===== src/rtl/core/cpmd_pkg.sv =====
// Shared types and constants of the clamped PID motor drive.
package cpmd_pkg;

  // Field widths.
  localparam int SAMPLE_W = 8;
  localparam int GAIN_W   = 16;
  localparam int LIMIT_W  = 15;
  localparam int SUM_W    = 16;
  localparam int DRIVE_W  = 11;
  localparam int DIR_W    = 2;
  localparam int MAG_W    = 10;
  localparam int OFFS_W   = 7;

  // The serial multiplier takes a signed operand and an unsigned gain.
  localparam int OPND_W = 21;
  localparam int PROD_W = OPND_W + 1 + GAIN_W;

  // Configuration port.
  localparam int CFG_IDX_W  = 2;
  localparam int CFG_DATA_W = 16;
  localparam logic [CFG_IDX_W-1:0] REG_PROP_GAIN  = 2'd0;
  localparam logic [CFG_IDX_W-1:0] REG_INTEG_GAIN = 2'd1;
  localparam logic [CFG_IDX_W-1:0] REG_DERIV_GAIN = 2'd2;
  localparam logic [CFG_IDX_W-1:0] REG_INTEG_LIM  = 2'd3;
  localparam logic [LIMIT_W-1:0]   LIMIT_RESET    = 15'd30000;

  // Scaling and saturation constants.
  localparam int SUM_SHIFT    = 8;
  localparam int INTEG_SHIFT  = 4;
  localparam int DERIV_SHIFT  = 5;
  localparam int DRIVE_SHIFT  = 10;
  localparam int DERIV_CLAMP  = 120;
  localparam int DRIVE_LIMIT  = 1000;
  localparam int OFFSET_LIMIT = 55;

  // Drive direction codes.
  typedef enum logic [DIR_W-1:0] {
    DIR_STOP = 2'd0,
    DIR_FWD  = 2'd1,
    DIR_BACK = 2'd2
  } dir_t;

  // Status of the serial multiplier.
  typedef struct packed {
    logic busy;
    logic done;
  } mul_status_t;

endpackage


===== src/rtl/core/cpmd_if.sv =====
// Valid/ready channel interfaces for the error sample and drive result words.
interface cpmd_in_if import cpmd_pkg::*; ();
  logic                       valid;
  logic                       ready;
  logic signed [SAMPLE_W-1:0] error_sample;

  modport source (output valid, output error_sample, input ready);
  modport sink   (input valid, input error_sample, output ready);
endinterface

interface cpmd_out_if import cpmd_pkg::*; ();
  logic                      valid;
  logic                      ready;
  logic signed [DRIVE_W-1:0] drive_value;
  logic [DIR_W-1:0]          drive_direction;
  logic [MAG_W-1:0]          duty_magnitude;
  logic signed [OFFS_W-1:0]  angle_offset;

  modport source (output valid, output drive_value, output drive_direction,
                  output duty_magnitude, output angle_offset, input ready);
  modport sink   (input valid, input drive_value, input drive_direction,
                  input duty_magnitude, input angle_offset, output ready);
endinterface


===== src/rtl/core/clamped_pid_motor_drive.sv =====
// Top level of the clamped PID motor drive controller.
//
// The sample channel takes one signed error word per control step; the
// result channel returns one word with the saturated drive, its direction,
// its magnitude and the updated offset count. Write the gains and integral
// limit through the plain write port only while idle; it is not enforced.
//
// One shared bit-serial multiplier forms the integral, derivative and drive
// products in turn, sixteen gain bits each. An accepted word passes through
// the integral, derivative, sum, drive and finish states to the result
// register; a new word is accepted only once the sequencer is back in idle,
// so no word is taken while the one before is still being worked on.
//
// Reset clears the error sum, the sample history, the offset count and the
// gains, and sets the integral limit to 30000. If the receiver stalls, the
// finished result waits in the output register; the next word may already
// be accepted and worked on, and its result waits until the register frees.
module clamped_pid_motor_drive import cpmd_pkg::*; (
  input  logic                  clk,
  input  logic                  rst,
  cpmd_in_if.sink               sample,
  cpmd_out_if.source            result,
  input  logic                  cfg_write,
  input  logic [CFG_IDX_W-1:0]  cfg_index,
  input  logic [CFG_DATA_W-1:0] cfg_data
);

  localparam int DIFF_W  = SAMPLE_W + 1;
  localparam int DERIV_W = 8;
  localparam int DPROD_W = SAMPLE_W + GAIN_W - DERIV_SHIFT;
  localparam int DRV_F_W = PROD_W - DRIVE_SHIFT;

  localparam logic signed [DIFF_W-1:0]  DIFF_HI  = DIFF_W'(DERIV_CLAMP);
  localparam logic signed [DIFF_W-1:0]  DIFF_LO  = -DIFF_HI;
  localparam logic signed [DPROD_W-1:0] DPROD_HI = DPROD_W'(DERIV_CLAMP);
  localparam logic signed [DPROD_W-1:0] DPROD_LO = -DPROD_HI;
  localparam logic signed [DRV_F_W-1:0] DRV_HI   = DRV_F_W'(DRIVE_LIMIT);
  localparam logic signed [DRV_F_W-1:0] DRV_LO   = -DRV_HI;
  localparam logic signed [OFFS_W-1:0]  OFFS_HI  = OFFS_W'(OFFSET_LIMIT);
  localparam logic signed [OFFS_W-1:0]  OFFS_LO  = -OFFS_HI;

  typedef enum logic [5:0] {
    ST_IDLE   = 6'b000001,
    ST_INTEG  = 6'b000010,
    ST_DERIV  = 6'b000100,
    ST_SUM    = 6'b001000,
    ST_DRIVE  = 6'b010000,
    ST_FINISH = 6'b100000
  } state_t;

  state_t state;

  // Configuration registers.
  logic [GAIN_W-1:0]  prop_gain;
  logic [GAIN_W-1:0]  integ_gain;
  logic [GAIN_W-1:0]  deriv_gain;
  logic [LIMIT_W-1:0] integ_limit;

  // Controller state.
  logic signed [SUM_W-1:0]    error_sum;
  logic signed [SAMPLE_W-1:0] hist0;
  logic signed [SAMPLE_W-1:0] hist1;
  logic signed [SAMPLE_W-1:0] hist2;
  logic signed [OFFS_W-1:0]   offset_count;

  // Per-word working registers.
  logic signed [SAMPLE_W-1:0] err;
  logic signed [DERIV_W-1:0]  diff;
  logic signed [OPND_W-1:0]   integ;
  logic signed [DERIV_W-1:0]  deriv;
  logic signed [DRIVE_W-1:0]  drive;

  // Multiplier hookup.
  logic                     mul_start;
  logic signed [OPND_W-1:0] mul_opnd;
  logic [GAIN_W-1:0]        mul_gain;
  mul_status_t              mul_stat;
  logic signed [PROD_W-1:0] mul_prod;

  // Output register.
  logic                      out_valid;
  logic signed [DRIVE_W-1:0] out_drive;
  logic [DIR_W-1:0]          out_dir;
  logic [MAG_W-1:0]          out_mag;
  logic signed [OFFS_W-1:0]  out_offs;

  logic accept;
  logic slot_free;

  logic signed [SUM_W:0]      sum_wide;
  logic signed [SUM_W:0]      lim_hi;
  logic signed [SUM_W:0]      lim_lo;
  logic signed [SUM_W-1:0]    sum_next;
  logic signed [DIFF_W-1:0]   diff_wide;
  logic signed [DERIV_W-1:0]  diff_next;
  logic signed [DPROD_W-1:0]  dprod;
  logic signed [DERIV_W-1:0]  deriv_next;
  logic signed [DRV_F_W-1:0]  drv_full;
  logic signed [DRIVE_W-1:0]  drive_next;
  logic signed [OPND_W-1:0]   total;
  logic [DIR_W-1:0]           dir_next;
  logic [MAG_W-1:0]           mag_next;
  logic signed [OFFS_W-1:0]   offset_next;

  assign accept    = sample.valid && sample.ready;
  assign slot_free = !out_valid || result.ready;
  assign sample.ready = (state == ST_IDLE);

  // Configuration writes.
  always_ff @(posedge clk) begin
    if (rst) begin
      prop_gain   <= '0;
      integ_gain  <= '0;
      deriv_gain  <= '0;
      integ_limit <= LIMIT_RESET;
    end else if (cfg_write) begin
      case (cfg_index)
        REG_PROP_GAIN:  prop_gain   <= cfg_data;
        REG_INTEG_GAIN: integ_gain  <= cfg_data;
        REG_DERIV_GAIN: deriv_gain  <= cfg_data;
        REG_INTEG_LIM:  integ_limit <= cfg_data[LIMIT_W-1:0];
        default: ;
      endcase
    end
  end

  // Error sum with the upper clamp tested before the lower one.
  always_comb begin
    sum_wide = {error_sum[SUM_W-1], error_sum}
               + (SUM_W + 1)'(sample.error_sample);
    lim_hi   = {2'b00, integ_limit};
    lim_lo   = (SUM_W + 1)'(1) - lim_hi;
    if (sum_wide > lim_hi) begin
      sum_next = lim_hi[SUM_W-1:0];
    end else if (sum_wide < lim_lo) begin
      sum_next = lim_lo[SUM_W-1:0];
    end else begin
      sum_next = sum_wide[SUM_W-1:0];
    end
  end

  // Difference against the sample three steps back, clamped.
  always_comb begin
    diff_wide = DIFF_W'(sample.error_sample) - DIFF_W'(hist2);
    if (diff_wide > DIFF_HI) begin
      diff_next = DERIV_W'(DIFF_HI);
    end else if (diff_wide < DIFF_LO) begin
      diff_next = DERIV_W'(DIFF_LO);
    end else begin
      diff_next = diff_wide[DERIV_W-1:0];
    end
  end

  // Scaled derivative product, clamped.
  always_comb begin
    dprod = mul_prod[DERIV_SHIFT+DPROD_W-1:DERIV_SHIFT];
    if (dprod > DPROD_HI) begin
      deriv_next = DERIV_W'(DPROD_HI);
    end else if (dprod < DPROD_LO) begin
      deriv_next = DERIV_W'(DPROD_LO);
    end else begin
      deriv_next = dprod[DERIV_W-1:0];
    end
  end

  // Scaled drive product, saturated.
  always_comb begin
    drv_full = mul_prod[PROD_W-1:DRIVE_SHIFT];
    if (drv_full > DRV_HI) begin
      drive_next = DRIVE_W'(DRV_HI);
    end else if (drv_full < DRV_LO) begin
      drive_next = DRIVE_W'(DRV_LO);
    end else begin
      drive_next = drv_full[DRIVE_W-1:0];
    end
  end

  // Sum of the three terms ahead of the drive multiplication.
  assign total = OPND_W'(err) + integ + OPND_W'(deriv);

  // Direction, magnitude and offset count from the finished drive.
  always_comb begin
    offset_next = offset_count;
    if (drive == '0) begin
      dir_next = DIR_STOP;
      mag_next = '0;
    end else if (drive > DRIVE_W'(0)) begin
      dir_next = DIR_FWD;
      mag_next = drive[MAG_W-1:0];
      if (offset_count < OFFS_HI) begin
        offset_next = offset_count + OFFS_W'(1);
      end
    end else begin
      dir_next = DIR_BACK;
      mag_next = MAG_W'(-drive);
      if (offset_count > OFFS_LO) begin
        offset_next = offset_count - OFFS_W'(1);
      end
    end
  end

  // Sequencer and controller state.
  always_ff @(posedge clk) begin
    if (rst) begin
      state        <= ST_IDLE;
      mul_start    <= 1'b0;
      out_valid    <= 1'b0;
      error_sum    <= '0;
      hist0        <= '0;
      hist1        <= '0;
      hist2        <= '0;
      offset_count <= '0;
    end else begin
      mul_start <= 1'b0;
      if (state == ST_FINISH && slot_free) begin
        out_valid <= 1'b1;
      end else if (result.ready) begin
        out_valid <= 1'b0;
      end
      case (state)
        ST_IDLE: begin
          if (accept) begin
            error_sum <= sum_next;
            hist0     <= sample.error_sample;
            hist1     <= hist0;
            hist2     <= hist1;
            mul_start <= 1'b1;
            state     <= ST_INTEG;
          end
        end
        ST_INTEG: begin
          if (mul_stat.done) begin
            mul_start <= 1'b1;
            state     <= ST_DERIV;
          end
        end
        ST_DERIV: begin
          if (mul_stat.done) begin
            state <= ST_SUM;
          end
        end
        ST_SUM: begin
          mul_start <= 1'b1;
          state     <= ST_DRIVE;
        end
        ST_DRIVE: begin
          if (mul_stat.done) begin
            state <= ST_FINISH;
          end
        end
        ST_FINISH: begin
          if (slot_free) begin
            offset_count <= offset_next;
            state        <= ST_IDLE;
          end
        end
        default: state <= ST_IDLE;
      endcase
    end
  end

  // Working registers and multiplier operands.
  always_ff @(posedge clk) begin
    case (state)
      ST_IDLE: begin
        if (accept) begin
          err      <= sample.error_sample;
          diff     <= diff_next;
          mul_opnd <= OPND_W'($signed(sum_next[SUM_W-1:SUM_SHIFT]));
          mul_gain <= integ_gain;
        end
      end
      ST_INTEG: begin
        if (mul_stat.done) begin
          integ    <= mul_prod[INTEG_SHIFT+OPND_W-1:INTEG_SHIFT];
          mul_opnd <= OPND_W'(diff);
          mul_gain <= deriv_gain;
        end
      end
      ST_DERIV: begin
        if (mul_stat.done) begin
          deriv <= deriv_next;
        end
      end
      ST_SUM: begin
        mul_opnd <= total;
        mul_gain <= prop_gain;
      end
      ST_DRIVE: begin
        if (mul_stat.done) begin
          drive <= drive_next;
        end
      end
      ST_FINISH: begin
        if (slot_free) begin
          out_drive <= drive;
          out_dir   <= dir_next;
          out_mag   <= mag_next;
          out_offs  <= offset_next;
        end
      end
      default: ;
    endcase
  end

  cpmd_serial_mul u_mul (
    .clk     (clk),
    .rst     (rst),
    .start   (mul_start),
    .opnd    (mul_opnd),
    .gain    (mul_gain),
    .status  (mul_stat),
    .product (mul_prod)
  );

  assign result.valid           = out_valid;
  assign result.drive_value     = out_drive;
  assign result.drive_direction = out_dir;
  assign result.duty_magnitude  = out_mag;
  assign result.angle_offset    = out_offs;

endmodule


===== src/rtl/core/cpmd_serial_mul.sv =====
// Bit-serial signed-by-unsigned multiplier, one gain bit per cycle.
module cpmd_serial_mul import cpmd_pkg::*; (
  input  logic                     clk,
  input  logic                     rst,
  input  logic                     start,
  input  logic signed [OPND_W-1:0] opnd,
  input  logic [GAIN_W-1:0]        gain,
  output mul_status_t              status,
  output logic signed [PROD_W-1:0] product
);

  localparam int CNT_W = $clog2(GAIN_W);
  localparam logic [CNT_W-1:0] LAST_BIT = CNT_W'(GAIN_W - 1);

  logic signed [OPND_W-1:0] opnd_q;
  logic signed [OPND_W:0]   hi;
  logic [GAIN_W-1:0]        lo;
  logic signed [OPND_W:0]   part;
  logic [CNT_W-1:0]         cnt;
  logic                     busy;
  logic                     done;

  // Add the operand when the current gain bit is set.
  assign part = hi + (lo[0] ? {opnd_q[OPND_W-1], opnd_q} : (OPND_W + 1)'(0));

  // Sequencing of the bit steps.
  always_ff @(posedge clk) begin
    if (rst) begin
      busy <= 1'b0;
      done <= 1'b0;
      cnt  <= '0;
    end else begin
      done <= 1'b0;
      if (start) begin
        busy <= 1'b1;
        cnt  <= '0;
      end else if (busy) begin
        cnt <= cnt + 1'b1;
        if (cnt == LAST_BIT) begin
          busy <= 1'b0;
          done <= 1'b1;
        end
      end
    end
  end

  // Partial product shifts right; the gain bits give way to product bits.
  always_ff @(posedge clk) begin
    if (start) begin
      opnd_q <= opnd;
      hi     <= '0;
      lo     <= gain;
    end else if (busy) begin
      hi <= {part[OPND_W], part[OPND_W:1]};
      lo <= {part[0], lo[GAIN_W-1:1]};
    end
  end

  assign product = {hi, lo};
  assign status  = '{busy: busy, done: done};

endmodule


===== src/flat_wrapper.sv =====
// flat-port wrapper written by rule: the top's interface ports become plain ports
module clamped_pid_motor_drive_flat import cpmd_pkg::*;
  (clk, rst, cfg_write, cfg_index, cfg_data, sample_valid, sample_error_sample, sample_ready, result_valid, result_drive_value, result_drive_direction, result_duty_magnitude, result_angle_offset, result_ready);
  cpmd_in_if sample_i ();
  cpmd_out_if result_i ();
  input  logic clk;
  input  logic rst;
  input  logic cfg_write;
  input  logic [CFG_IDX_W-1:0] cfg_index;
  input  logic [CFG_DATA_W-1:0] cfg_data;
  input wire logic [$bits(sample_i.valid)-1:0] sample_valid;
  input wire logic [$bits(sample_i.error_sample)-1:0] sample_error_sample;
  output wire logic [$bits(sample_i.ready)-1:0] sample_ready;
  output wire logic [$bits(result_i.valid)-1:0] result_valid;
  output wire logic [$bits(result_i.drive_value)-1:0] result_drive_value;
  output wire logic [$bits(result_i.drive_direction)-1:0] result_drive_direction;
  output wire logic [$bits(result_i.duty_magnitude)-1:0] result_duty_magnitude;
  output wire logic [$bits(result_i.angle_offset)-1:0] result_angle_offset;
  input wire logic [$bits(result_i.ready)-1:0] result_ready;
  assign sample_i.valid = sample_valid;
  assign sample_i.error_sample = sample_error_sample;
  assign sample_ready = sample_i.ready;
  assign result_valid = result_i.valid;
  assign result_drive_value = result_i.drive_value;
  assign result_drive_direction = result_i.drive_direction;
  assign result_duty_magnitude = result_i.duty_magnitude;
  assign result_angle_offset = result_i.angle_offset;
  assign result_i.ready = result_ready;
  clamped_pid_motor_drive u_core (.clk(clk), .rst(rst), .sample(sample_i), .result(result_i), .cfg_write(cfg_write), .cfg_index(cfg_index), .cfg_data(cfg_data));
endmodule

===== config.mk =====
export PLATFORM = sky130hd
export DESIGN_NAME = clamped_pid_motor_drive_flat
export DESIGN_NICKNAME = d
export VERILOG_FILES = /design/src/rtl/core/cpmd_pkg.sv /design/src/rtl/core/cpmd_if.sv /design/src/rtl/core/clamped_pid_motor_drive.sv /design/src/rtl/core/cpmd_serial_mul.sv /design/src/flat_wrapper.sv
export SDC_FILE = /design/constraint.sdc
export NUM_CORES = 1
export LEC_CHECK = 0
export BUFFER_PORTS_ARGS = -buffer_cell sky130_fd_sc_hd__buf_4
export CORE_AREA = 5 5 190 192
export CTS_BUF_LIST = sky130_fd_sc_hd__clkbuf_4
export DETAILED_ROUTE_END_ITERATION = 8
export DIE_AREA = 0 0 195 197
export PLACE_DENSITY_LB_ADDON = 0.1
export SLEW_MARGIN = 10
export SYNTH_ARGS = -nofsm -noshare
export SYNTH_HDL_FRONTEND = slang
export SYNTH_HIERARCHICAL = 1
export SYNTH_SLANG_ARGS = --single-unit

===== constraint.sdc =====
create_clock -name clk -period 5.7 [get_ports clk]
set_input_delay 1.71 -clock clk [delete_from_list [all_inputs] [get_ports clk]]
set_output_delay 1.71 -clock clk [all_outputs]
set_load 0.05 [all_outputs]

==> flow_metrics.env <==
export IMPL_status="completed"
export IMPL_port_buffers=62
export IMPL_critPathKind="input port to register"
export IMPL_antenna_found_initial=3
export IMPL_cts_sinks=305
export IMPL_rows=68
export IMPL_final_antenna_net_count=0
export IMPL_fin_tns_setup_ns=0
export IMPL_drive_gt1_share_pct=19.1
export IMPL_first_global_vias=13100
export IMPL_crit_arrival_ns=5.84
export IMPL_drv_cap=0
export IMPL_rsz0062_at_grt="false"
export IMPL_clk_latency_ns=0.75
export IMPL_syn_num_nets=1864
export IMPL_period_needed_ns=5.41
export IMPL_layout_cells_non_filler=2401
export IMPL_dp_hpwl_mm=30.4
export IMPL_drtIter0Drc=709
export IMPL_ios=63
export IMPL_crit_path_end_kind="register"
export IMPL_syn_to_final_growth_pct=15.5
export IMPL_cp_max_fo=14
export IMPL_grt_pass1_wl_mm=68.5
export IMPL_skew_ns=0.0446
export IMPL_syn_area_per_cell_sq_um=9.78
export IMPL_post_cts_buffers=0
export IMPL_gp_congestion=0.906
export IMPL_nets=2025
export IMPL_power_mw=8.28
export IMPL_p_per_area_mw_per_mm2=428
export IMPL_power_leakage_nw=7.65
export IMPL_fp_dieH_um=197
export IMPL_grt_max_degree=70
export IMPL_wl_mm=42.7
export IMPL_crit_required_ns=6.13
export IMPL_worst_pin_slew_ns=1.12
export IMPL_root_buffer="clkbuf_4"
export IMPL_grt_usage_pct=22.0
export IMPL_synthCells=1712
export IMPL_via_per_inst=5.51
export IMPL_hold_buffers=0
export IMPL_whs_ns=0.404
export IMPL_startpoint="sample_error_sample[1]"
export IMPL_syn_area_sq_mm=0.0167
export IMPL_cts_resized_gates=0
export IMPL_ys_warn_count=6
export IMPL_cts_tree="done"
export IMPL_dp_cells=2243
export IMPL_ir_drop_v=0.000276
export IMPL_cts_max_path_buffers=3
export IMPL_drtPass1Iterations=5
export IMPL_hold_start="u_core/mul_opnd[10]"
export IMPL_setup_violations=0
export IMPL_max_freq_ghz=0.185
export IMPL_finalMaxSlewViolations=0
export IMPL_rr_startpoint="u_core/integ_limit[2]"
export IMPL_start_kind="input port"
export IMPL_hp_class="register to register"
export IMPL_hold_viol_final=0
export IMPL_dieArea_sq_mm=0.0384
export IMPL_start_util_pct=48.9
export IMPL_finalCritPeriodShare_pct=94.8
export IMPL_vias=13200
export IMPL_clkTransAtPathRegs_ns=0.08
export IMPL_drcViolationCount=0
export IMPL_die_w_um=195
export IMPL_wl_per_cell_um=17.8
export IMPL_coreArea_sq_mm=0.0342
export IMPL_slew_headroom_pct=24.5
export IMPL_numCtsBuffers=83
export IMPL_overflow=0
export IMPL_htreeDepth=3
-- stage by stage --
step,worst slack (ns),utilization (%),cell area [sq um]
final,0.294,56.5,19300
after global routing,0.0728,56.5,19300
after CTS,0.333,56.5,19300
after detailed placement,-0.484,53.4,18300
after global placement,-0.404,53.4,18300
after floorplan,-0.0199,-,16800
-- path summary, 6_finish.rpt --
check	slack, ns	to	cells past startpoint
hold / removal	0.40	u_core/u_mul/opnd_q[10]	0
hold reg to reg	0.40	u_core/u_mul/opnd_q[10]	0
setup / recovery	0.29	u_core/mul_opnd[8]	19
setup reg to reg	0.58	u_core/mul_opnd[8]	18
-- state kept, by name (all words and copies together), names as in the netlist, 10 cells and up --
signal	cells
u_core/drive	11
u_core/u_mul/lo	16
u_core/mul_opnd	21
u_core/u_mul/hi	21
u_core/error_sum	16
u_core/deriv_gain	16
u_core/integ	21
u_core/result.duty_magnitude	10
u_core/integ_limit	15
u_core/prop_gain	16
u_core/result.drive_value	11
u_core/u_mul/opnd_q	21
u_core/integ_gain	16
u_core/mul_gain	16
-- area by class of cell --
type                       instances  area, sq um
sequential                       305         7710
clock buffer                     125          938
clock inverter                    28          130
tap                              455          569
antenna                            5         12.5
timing repair buffer             160         1210
fill                            3145        14900
multi-input combinational       1260         8530
inverter                          63          241
-- routing by layer --
| metal | track usage (%) | wire length (um) | vias to the layer above | share of wire (%) |
|---|---|---|---|---|
| met5 | 0 | 13 | - | 0.030 |
| met4 | 8.97 | 1430 | 2 | 3.4 |
| met3 | 4.39 | 1920 | 90 | 4.5 |
| met2 | 36.6 | 20300 | 332 | 48 |
| met1 | 28.3 | 19000 | 6231 | 45 |
| li1 | - | - | 6570 | - |
-- critical path, stage by stage --
cell       delay [ns]
buf_4            0.12
ha_1             0.30
a211oi_1         0.25
nor2_1           0.11
o41ai_2          0.32
o21a_1           0.19
buf_4            0.11
xnor2_1          0.14
ha_1             0.28
a2111oi_0        0.47
buf_4            0.20
a2111oi_2        0.05
o32a_1           0.46
or4_4            0.45
o21ai_2          0.08
inv_2            0.06
a32oi_4          0.25
buf_12           0.18
o21ai_0          0.09
-- placed cells by master (no fill, tap or decap), types with 18 or more instances in the layout --
cell type  instances
a21o_1            35
a21oi_1          155
a22oi_1           22
and2_1            28
and3_1            18
buf_4            159
clkbuf_4         125
clkinv_1          20
dfxtp_1          144
edfxtp_1         160
fa_1              23
ha_1              95
inv_1             58
nand2_1          279
nand2b_1          19
nand3_1           38
nor2_1            92
nor3_1            33
o21ai_0           47
xnor2_1           49
xor2_1            28
-- report_power, final --
| group | internal [mW] | leakage, nW | switching, mW |
|---|---|---|---|
| Sequential | 2.76 | 2.68 | 0.273 |
| Clock | 1.01 | 0.627 | 0.941 |
| Combinational | 1.50 | 4.34 | 1.79 |
| Total | 5.28 | 7.65 | 3.01 |
Power figures use the tool's default switching activity.
